==> config.mk <==
export PLATFORM = sky130hd
export DESIGN_NAME = stable_pivot_partition_unit
export DESIGN_NICKNAME = d
export VERILOG_FILES = /design/src/rtl/spp_pkg.sv /design/src/rtl/stable_pivot_partition_unit.sv /design/src/rtl/spp_ram.sv /design/src/rtl/spp_queue.sv /design/src/rtl/spp_front.sv /design/src/rtl/spp_back.sv
export VERILOG_INCLUDE_DIRS = /design/src /design/src/rtl
export SDC_FILE = /design/constraint.sdc
export NUM_CORES = 2
export LEC_CHECK = 0
export BUFFER_PORTS_ARGS = -buffer_cell sky130_fd_sc_hd__buf_4
export CELL_PAD_IN_SITES_DETAIL_PLACEMENT = 2
export CELL_PAD_IN_SITES_GLOBAL_PLACEMENT = 2
export CORE_ASPECT_RATIO = 0.8
export CORE_MARGIN = 2
export CORE_UTILIZATION = 39
export CTS_BUF_LIST = sky130_fd_sc_hd__clkbuf_8
export DETAILED_ROUTE_END_ITERATION = 10
export GPL_TIMING_DRIVEN = 0
export PLACE_DENSITY = 0.7
export SYNTH_ARGS = -nofsm -noshare
export SYNTH_HDL_FRONTEND = slang
export SYNTH_SLANG_ARGS = --single-unit
==> constraint.sdc <==
create_clock -name clk_i -period 4.98 [get_ports clk_i]
set_input_delay 0 -clock clk_i [delete_from_list [all_inputs] [get_ports clk_i]]
set_output_delay 0 -clock clk_i [all_outputs]
set_load 0.02 [all_outputs]
==> src/rtl/assert_macros.svh <==
// assertion helpers, clocked on clk_i and quiet while rst_ni is low
`ifndef ASSERT_MACROS_SVH
`define ASSERT_MACROS_SVH

// condition holds at every clock edge
`define SPP_ASSERT_ALWAYS(lbl, cond) \
  lbl: assert property (@(posedge clk_i) disable iff (!rst_ni) (cond)) \
    else $error("assertion failed");

// consequence holds in the same cycle as the trigger
`define SPP_ASSERT_SAME(lbl, ante, cons) \
  lbl: assert property (@(posedge clk_i) disable iff (!rst_ni) (ante) |-> (cons)) \
    else $error("assertion failed");

// consequence holds in the cycle after the trigger
`define SPP_ASSERT_NEXT(lbl, ante, cons) \
  lbl: assert property (@(posedge clk_i) disable iff (!rst_ni) (ante) |=> (cons)) \
    else $error("assertion failed");

`endif

==> src/rtl/spp_pkg.sv <==
`default_nettype none
package spp_pkg;

  localparam int unsigned DataWidth  = 32;
  localparam int unsigned QueueDepth = 2;

  // classified request between front and back
  typedef struct packed {
    logic [DataWidth-1:0] value;
    logic                 last;
    logic                 greater;
  } cls_item_t;

  // one result word
  typedef struct packed {
    logic [DataWidth-1:0] value;
    logic                 last;
    logic                 overflow;
  } res_t;

endpackage
`default_nettype wire

==> src/rtl/stable_pivot_partition_unit.sv <==
// a request not above the pivot is registered in the front queue, then in the output register
// throughput: one request per cycle through the front queue and back end, unless a held output or a flush stalls
// end of list: a setup state, then one held word per cycle from the buffer ram while the
//   output is not held; push sees full once the 2-entry front queue backs up during that flush
// reset: async active low; clears pivot, counts, flags and queues, not the ram
`default_nettype none
module stable_pivot_partition_unit #(
  parameter int unsigned BUFFER_DEPTH = 63
) (
  input  wire logic                clk_i,
  input  wire logic                rst_ni,
  input  wire logic                cfg_valid_i,
  output logic                     cfg_ready_o,
  input  wire logic signed [31:0]  cfg_pivot_value_i,
  input  wire logic                push,
  output logic                     full,
  input  wire logic signed [31:0]  item_value_i,
  input  wire logic                item_last_i,
  output logic                     empty,
  input  wire logic                pop,
  output logic signed [31:0]       out_value_o,
  output logic                     out_last_o,
  output logic                     out_overflow_o
);
  import spp_pkg::*;

  cls_item_t  fq_in, fq_out;
  logic       fq_push, fq_full, fq_valid, fq_pop;
  res_t       res;
  logic       res_valid;

  spp_front u_front (
    .clk_i             (clk_i),
    .rst_ni            (rst_ni),
    .cfg_valid_i       (cfg_valid_i),
    .cfg_ready_o       (cfg_ready_o),
    .cfg_pivot_value_i (cfg_pivot_value_i),
    .push_i            (push),
    .item_value_i      (item_value_i),
    .item_last_i       (item_last_i),
    .q_full_i          (fq_full),
    .q_push_o          (fq_push),
    .q_item_o          (fq_in)
  );

  spp_queue u_queue (
    .clk_i   (clk_i),
    .rst_ni  (rst_ni),
    .push_i  (fq_push),
    .item_i  (fq_in),
    .full_o  (fq_full),
    .valid_o (fq_valid),
    .item_o  (fq_out),
    .pop_i   (fq_pop)
  );

  spp_back #(
    .BUFFER_DEPTH (BUFFER_DEPTH)
  ) u_back (
    .clk_i       (clk_i),
    .rst_ni      (rst_ni),
    .q_valid_i   (fq_valid),
    .q_item_i    (fq_out),
    .q_pop_o     (fq_pop),
    .out_valid_o (res_valid),
    .out_o       (res),
    .pop_i       (pop)
  );

  assign full           = fq_full;
  assign empty          = !res_valid;
  assign out_value_o    = res.value;
  assign out_last_o     = res.last;
  assign out_overflow_o = res.overflow;

endmodule
`default_nettype wire

==> src/rtl/spp_ram.sv <==
`default_nettype none
module spp_ram #(
  parameter int unsigned WIDTH = 32,
  parameter int unsigned DEPTH = 63,
  parameter int unsigned AW    = (DEPTH > 1) ? $clog2(DEPTH) : 1
) (
  input  wire logic             clk_i,
  input  wire logic             we_i,
  input  wire logic [AW-1:0]    waddr_i,
  input  wire logic [WIDTH-1:0] wdata_i,
  input  wire logic             re_i,
  input  wire logic [AW-1:0]    raddr_i,
  output logic      [WIDTH-1:0] rdata_o
);

  logic [WIDTH-1:0] mem [DEPTH];

  always_ff @(posedge clk_i) begin
    if (we_i) begin
      mem[waddr_i] <= wdata_i;
    end
    if (re_i) begin
      rdata_o <= mem[raddr_i];
    end
  end

endmodule
`default_nettype wire

==> src/rtl/spp_queue.sv <==
`default_nettype none
module spp_queue (
  input  wire logic                clk_i,
  input  wire logic                rst_ni,
  input  wire logic                push_i,
  input  wire spp_pkg::cls_item_t  item_i,
  output logic                     full_o,
  output logic                     valid_o,
  output spp_pkg::cls_item_t       item_o,
  input  wire logic                pop_i
);
  import spp_pkg::*;

  localparam int unsigned PW = (QueueDepth > 1) ? $clog2(QueueDepth) : 1;
  localparam int unsigned NW = $clog2(QueueDepth + 1);

  cls_item_t       entry_q [QueueDepth];
  logic [PW-1:0]   wr_ptr_q, wr_ptr_d;
  logic [PW-1:0]   rd_ptr_q, rd_ptr_d;
  logic [NW-1:0]   cnt_q, cnt_d;
  logic            do_push, do_pop;

  assign full_o  = cnt_q == NW'(QueueDepth);
  assign valid_o = cnt_q != '0;
  assign item_o  = entry_q[rd_ptr_q];
  assign do_push = push_i && !full_o;
  assign do_pop  = pop_i && valid_o;

  always_comb begin
    wr_ptr_d = wr_ptr_q;
    rd_ptr_d = rd_ptr_q;
    cnt_d    = cnt_q;
    if (do_push) begin
      wr_ptr_d = (wr_ptr_q == PW'(QueueDepth - 1)) ? '0 : wr_ptr_q + PW'(1);
    end
    if (do_pop) begin
      rd_ptr_d = (rd_ptr_q == PW'(QueueDepth - 1)) ? '0 : rd_ptr_q + PW'(1);
    end
    if (do_push && !do_pop) begin
      cnt_d = cnt_q + NW'(1);
    end else if (do_pop && !do_push) begin
      cnt_d = cnt_q - NW'(1);
    end
  end

  always_ff @(posedge clk_i or negedge rst_ni) begin
    if (!rst_ni) begin
      wr_ptr_q <= '0;
      rd_ptr_q <= '0;
      cnt_q    <= '0;
    end else begin
      wr_ptr_q <= wr_ptr_d;
      rd_ptr_q <= rd_ptr_d;
      cnt_q    <= cnt_d;
    end
  end

  always_ff @(posedge clk_i) begin
    if (do_push) begin
      entry_q[wr_ptr_q] <= item_i;
    end
  end

endmodule
`default_nettype wire

==> src/rtl/spp_front.sv <==
`default_nettype none
module spp_front (
  input  wire logic                 clk_i,
  input  wire logic                 rst_ni,
  input  wire logic                 cfg_valid_i,
  output logic                      cfg_ready_o,
  input  wire logic signed [31:0]   cfg_pivot_value_i,
  input  wire logic                 push_i,
  input  wire logic signed [31:0]   item_value_i,
  input  wire logic                 item_last_i,
  input  wire logic                 q_full_i,
  output logic                      q_push_o,
  output spp_pkg::cls_item_t        q_item_o
);
  import spp_pkg::*;

  logic signed [31:0] pivot_q, pivot_d;

  assign cfg_ready_o = 1'b1;
  assign pivot_d     = (cfg_valid_i && cfg_ready_o) ? cfg_pivot_value_i : pivot_q;

  // classify against the pivot held when the request arrives
  assign q_push_o         = push_i && !q_full_i;
  assign q_item_o.value   = item_value_i;
  assign q_item_o.last    = item_last_i;
  assign q_item_o.greater = item_value_i > pivot_q;

  always_ff @(posedge clk_i or negedge rst_ni) begin
    if (!rst_ni) begin
      pivot_q <= '0;
    end else begin
      pivot_q <= pivot_d;
    end
  end

endmodule
`default_nettype wire

==> src/rtl/spp_back.sv <==
`default_nettype none
`include "assert_macros.svh"
module spp_back #(
  parameter int unsigned BUFFER_DEPTH = 63
) (
  input  wire logic                clk_i,
  input  wire logic                rst_ni,
  input  wire logic                q_valid_i,
  input  wire spp_pkg::cls_item_t  q_item_i,
  output logic                     q_pop_o,
  output logic                     out_valid_o,
  output spp_pkg::res_t            out_o,
  input  wire logic                pop_i
);
  import spp_pkg::*;

  localparam int unsigned AW = (BUFFER_DEPTH > 1) ? $clog2(BUFFER_DEPTH) : 1;
  localparam int unsigned CW = $clog2(BUFFER_DEPTH + 1);

  typedef enum logic [1:0] {
    ST_RUN,
    ST_FLUSH_RD,
    ST_FLUSH_WR
  } state_e;

  state_e                state_q, state_d;
  logic [CW-1:0]         count_q, count_d;
  logic                  ovf_q, ovf_d;
  logic [AW-1:0]         idx_q, idx_d;
  res_t                  out_q, out_d;
  logic                  out_vld_q, out_vld_d;
  logic                  out_ok, out_load, has_room, fin;
  logic                  ram_we, ram_re;
  logic [AW-1:0]         ram_raddr;
  logic [DataWidth-1:0]  ram_rdata;

  spp_ram #(
    .WIDTH (DataWidth),
    .DEPTH (BUFFER_DEPTH),
    .AW    (AW)
  ) u_store (
    .clk_i   (clk_i),
    .we_i    (ram_we),
    .waddr_i (count_q[AW-1:0]),
    .wdata_i (q_item_i.value),
    .re_i    (ram_re),
    .raddr_i (ram_raddr),
    .rdata_o (ram_rdata)
  );

  assign out_ok   = !out_vld_q || pop_i;
  assign has_room = count_q < CW'(BUFFER_DEPTH);
  assign fin      = (CW'(idx_q) + CW'(1)) == count_q;

  always_comb begin
    state_d   = state_q;
    count_d   = count_q;
    ovf_d     = ovf_q;
    idx_d     = idx_q;
    out_d     = out_q;
    out_load  = 1'b0;
    q_pop_o   = 1'b0;
    ram_we    = 1'b0;
    ram_re    = 1'b0;
    ram_raddr = idx_q;
    case (state_q)
      ST_RUN: begin
        if (q_valid_i && (q_item_i.greater || out_ok)) begin
          q_pop_o = 1'b1;
          if (q_item_i.greater) begin
            if (has_room) begin
              ram_we  = 1'b1;
              count_d = count_q + CW'(1);
            end else begin
              ovf_d = 1'b1;
            end
            if (q_item_i.last) begin
              idx_d   = '0;
              state_d = ST_FLUSH_RD;
            end
          end else begin
            out_load       = 1'b1;
            out_d.value    = q_item_i.value;
            out_d.last     = q_item_i.last && (count_q == '0);
            out_d.overflow = q_item_i.last && (count_q == '0) && ovf_q;
            if (q_item_i.last) begin
              if (count_q == '0) begin
                ovf_d = 1'b0;
              end else begin
                idx_d   = '0;
                state_d = ST_FLUSH_RD;
              end
            end
          end
        end
      end
      ST_FLUSH_RD: begin
        ram_re  = 1'b1;
        state_d = ST_FLUSH_WR;
      end
      ST_FLUSH_WR: begin
        if (out_ok) begin
          out_load       = 1'b1;
          out_d.value    = ram_rdata;
          out_d.last     = fin;
          out_d.overflow = fin && ovf_q;
          if (fin) begin
            count_d = '0;
            ovf_d   = 1'b0;
            idx_d   = '0;
            state_d = ST_RUN;
          end else begin
            idx_d     = idx_q + AW'(1);
            ram_re    = 1'b1;
            ram_raddr = idx_q + AW'(1);
          end
        end
      end
      default: begin
        state_d = ST_RUN;
      end
    endcase
  end

  always_comb begin
    out_vld_d = out_vld_q;
    if (out_load) begin
      out_vld_d = 1'b1;
    end else if (pop_i) begin
      out_vld_d = 1'b0;
    end
  end

  always_ff @(posedge clk_i or negedge rst_ni) begin
    if (!rst_ni) begin
      state_q   <= ST_RUN;
      count_q   <= '0;
      ovf_q     <= 1'b0;
      idx_q     <= '0;
      out_vld_q <= 1'b0;
      out_q     <= '0;
    end else begin
      state_q   <= state_d;
      count_q   <= count_d;
      ovf_q     <= ovf_d;
      idx_q     <= idx_d;
      out_vld_q <= out_vld_d;
      out_q     <= out_d;
    end
  end

  assign out_valid_o = out_vld_q;
  assign out_o       = out_q;

  `SPP_ASSERT_ALWAYS(a_count_bounded, count_q <= CW'(BUFFER_DEPTH))
  `SPP_ASSERT_SAME(a_flush_nonempty, state_q != ST_RUN, count_q != '0)
  `SPP_ASSERT_NEXT(a_flush_done, state_q == ST_FLUSH_WR && out_ok && fin,
                   state_q == ST_RUN && count_q == '0 && !ovf_q && out_o.last)
  `SPP_ASSERT_SAME(a_no_pop_in_flush, state_q != ST_RUN, !q_pop_o)

endmodule
`default_nettype wire
==> flow_metrics.py <==
metrics = {
    "run_status": {
        "status": "complete, but fails checks",
        "violations": "max-capacitance violations, max-slew violations",
    },
    "finish": {
        "layout_commonest_cell": "edfxtp_1",
        "nFillCells": 18900,
        "drive_gt1_frac": 0.292,
        "final_cell_mix": "2,116 x edfxtp_1, 480 x mux4_2, 406 x clkbuf_8",
        "syn2layout_area_growth_pct": 19.7,
        "layout.nets": 4844,
        "final_cells": 7858,
    },
    "clock_network": {
        "cts_tree": "yes",
        "path_clk_slew_ns": 0.07,
        "cts-root-buf": "clkbuf_8",
        "clock_latency_ns": 0.99,
        "clockBufferDepth": 4,
        "cts-buffers-inserted": 348,
        "htreeDepth": 5,
        "cts_sinks": 2202,
    },
    "sta": {
        "setup_viol": 0,
        "fin_crit_sh": 0.998,
        "finalHoldViolCount": 0,
        "slew_violations": 8,
        "skew_ns": 0.0639,
        "tightest_slew_ns": 1.50,
        "fmax_mhz": 201,
        "holdWs_ns": 0.0933,
        "max_slew_margin": -0.00212,
        "period_needed_ns": 4.97,
    },
    "flow_run": {
        "maxCapViolations": 1,
    },
    "yosys": {
        "ys_types": 58,
        "syn_inst": 3982,
        "synth_area_per_cell_um2": 21.2,
        "ys_warn_count": 0,
        "synth_edf_count": 2116,
        "synthArstFlopShare": 0.0391,
        "synth-main-ff-cell": "edfxtp_1",
        "synth_area_um2": 84500,
        "syn_nets": 4092,
        "synth_seq_cells": 2202,
        "synth-seq-area-share": 0.778,
    },
    "routing": {
        "vias": 48500,
        "wl_mm": 321,
        "post_drt_wl_per_cell_um": 40.9,
        "drt-vias-per-instance": 6.17,
        "drt_iter0_markers": 7989,
        "drc": 0,
        "drt_first_pass_iters": 5,
        "ant_nets": 0,
    },
    "setup_path": {
        "crit_family": "buffers and inverters",
        "path_cells": "buf_2 -> inv_2 -> nor3_4 -> xnor3_1 -> o41a_1 -> and2_1 -> xor2_2 -> buf_6 -> clkbuf_8 -> buf_4 -> mux4_2 -> a22o_1 -> o21ai_2 -> o2111ai_1",
        "worst_path_max_delay_cell": "mux4_2",
        "start_kind": "flip-flop",
        "path_buf_inv": 5,
        "slowest_delay_ns": 0.39,
        "worst-setup-path-type": "flip-flop to flip-flop",
        "worst-endpoint-required_ns": 5.65,
        "arrival_ns": 5.64,
        "crit_path_end_kind": "flip-flop",
        "cp_max_fo": 10,
    },
    "grt": {
        "grt_pass1_vias": 50600,
        "grt_pass1_wl_mm": 435,
        "grt.overflow.total": 0,
        "antenna_found_initial": 31,
        "grt_max_degree": 79,
        "grt.total_usage": 0.289,
    },
    "floorplan": {
        "ios": 107,
        "start_util": 0.393,
        "row_count": 152,
        "fp.coreArea_um2": 215000,
        "die_y_um": 420,
        "die_area_um2": 220000,
        "die_x_um": 524,
    },
    "placement": {
        "gp_congestion": 0.920,
        "place_inst": 7023,
        "dp_hpwl_mm": 202,
        "io_buffers": 104,
    },
    "min_path": {
        "hold_class": "input pin to asynchronous set/reset pin",
    },
    "power": {
        "powerDensity_nw_per_um2": 570,
        "ir_drop_mv": 0.389,
        "p_leak_nw": 33.1,
    },
}
metrics by stage:
| stage | instance area, um^2 | worst slack, ns | setup TNS, ns | power (W) | util |
|---|---|---|---|---|---|
| 2_1_floorplan | 84500 | 0.461 | 0 | 0.0328 | - |
| 3_3_place_gp | 88800 | -2.60 | -1844.42 | 0.0397 | 0.413 |
| 3_5_place_dp | 91200 | -2.84 | -69.53 | 0.0413 | 0.424 |
| 4_1_cts | 101000 | 0.000502 | 0 | 0.0570 | 0.469 |
| 5_1_grt | 101000 | -0.0177 | -0.0187 | 0.0590 | 0.471 |
| 6_report | 101000 | 0.00913 | 0 | 0.0576 | 0.471 |
synthesized netlist by cell type (all sizes together), types with 22 or more instances:
cell	number	area (um^2)
a221oi	31	272
a22o	217	1900
a31oi	34	213
buf	65	309
clkbuf	162	609
dfrtp	86	2150
edfxtp	2116	63500
ha	40	500
inv	48	180
mux2	36	405
mux2i	33	330
mux4	480	10800
nand2	157	589
nand3	22	115
nor2	112	420
o2111ai	31	272
o21ai	189	946
state kept, by name, indices dropped and copies added (netlist names):
register / count
u_queue.wr_ptr_q: 1
u_queue.rd_ptr_q: 1
u_back.u_store.mem: 2016
u_queue.cnt_q: 2
u_queue.entry_q: 68
u_back.idx_q: 6
u_back.out_valid_o: 1
u_back.state_q: 2
u_back.u_store.rdata_o: 32
u_back.out_o: 34
u_back.ovf_q: 1
u_front.pivot_q: 32
u_back.count_q: 6
worst reg2reg max path: stages, from the launching register on:
cell and delay, ns:
dfrtp_1 0.34, buf_2 0.23, inv_2 0.14, nor3_4 0.35, xnor3_1 0.32, o41a_1 0.37
and2_1 0.26, xor2_2 0.33, buf_6 0.25, clkbuf_8 0.33, buf_4 0.41, mux4_2 0.41
a22o_1 0.36, o21ai_2 0.34, o2111ai_1 0.22
repair_timing:
action | 4_1_cts | 5_1_grt
buffers inserted | 0 | 7
setup endpoints to repair | 33 | 32
hold buffers | 200 | 0
pin swaps | 4 | 4
endpoints found under the hold margin | 259 | 0
gates resized for setup | 324 | 65
gates cloned | 0 | 1
worst paths after layout:
check / startpoint / to / slack, ns / cells past startpoint
max: u_back.idx_q[4]$_DFFE_PN0P_ / u_back.u_store.rdata_o[3]$_DFFE_PP_ / 0.009 / 14
min: rst_ni / u_back.out_o[19]$_DFFE_PN0P_ / 0.09 / 3
max reg2reg: u_back.idx_q[4]$_DFFE_PN0P_ / u_back.u_store.rdata_o[3]$_DFFE_PP_ / 0.009 / 14
min reg2reg: u_back.out_o[24]$_DFFE_PN0P_ / u_back.out_o[24]$_DFFE_PN0P_ / 0.50 / 2
max in group asynchronous: rst_ni / u_back.idx_q[1]$_DFFE_PN0P_ / 3.92 / 4
min in group clk_i: cfg_valid_i / u_front.pivot_q[1]$_DFFE_PN0P_ / 0.16 / 3
per-layer routing:
layer	track usage	vias to the layer above	share of wire
met5	0	-	0.000081
met3	0.0570	583	0.095
met4	0.117	4	0.044
met2	0.451	3098	0.46
met1	0.400	26600	0.40
li1	-	18200	-
report_power, final:
group          total [W]  switching, W  leakage, nW  internal (W)
Combinational     0.0191        0.0127         9.23       0.00637
Sequential        0.0237      0.000386         20.1        0.0233
Clock             0.0149       0.00760         3.72       0.00725
logic make-up after synthesis:
group / after synthesis / synth area share
multiplexers: 549 / 0.137
AND/OR/NAND/NOR: 334 / 0.0167
flip-flops: 2202 / 0.778
other: 1 / 0.0000444
adder cells (fa/ha/maj): 40 / 0.00592
AO/OA/AOI/OAI: 567 / 0.0482
buffers and inverters: 275 / 0.0130
XOR/XNOR: 14 / 0.00170
cell type report:
| type | instances | area [um^2] | area share |
|---|---|---|---|
| antenna | 10 | 25.0 | 0.000247 |
| buffer | 226 | 1460 | 0.0145 |
| clock buffer | 382 | 5260 | 0.0520 |
| clock inverter | 233 | 1080 | 0.0107 |
| inverter | 48 | 180 | 0.00178 |
| multi-input combinational | 1505 | 19100 | 0.189 |
| sequential | 2202 | 65700 | 0.650 |
| tap | 2849 | 3560 | 0.0352 |
| timing repair buffer | 403 | 4780 | 0.0473 |
(Power assumes the default switching activity.)
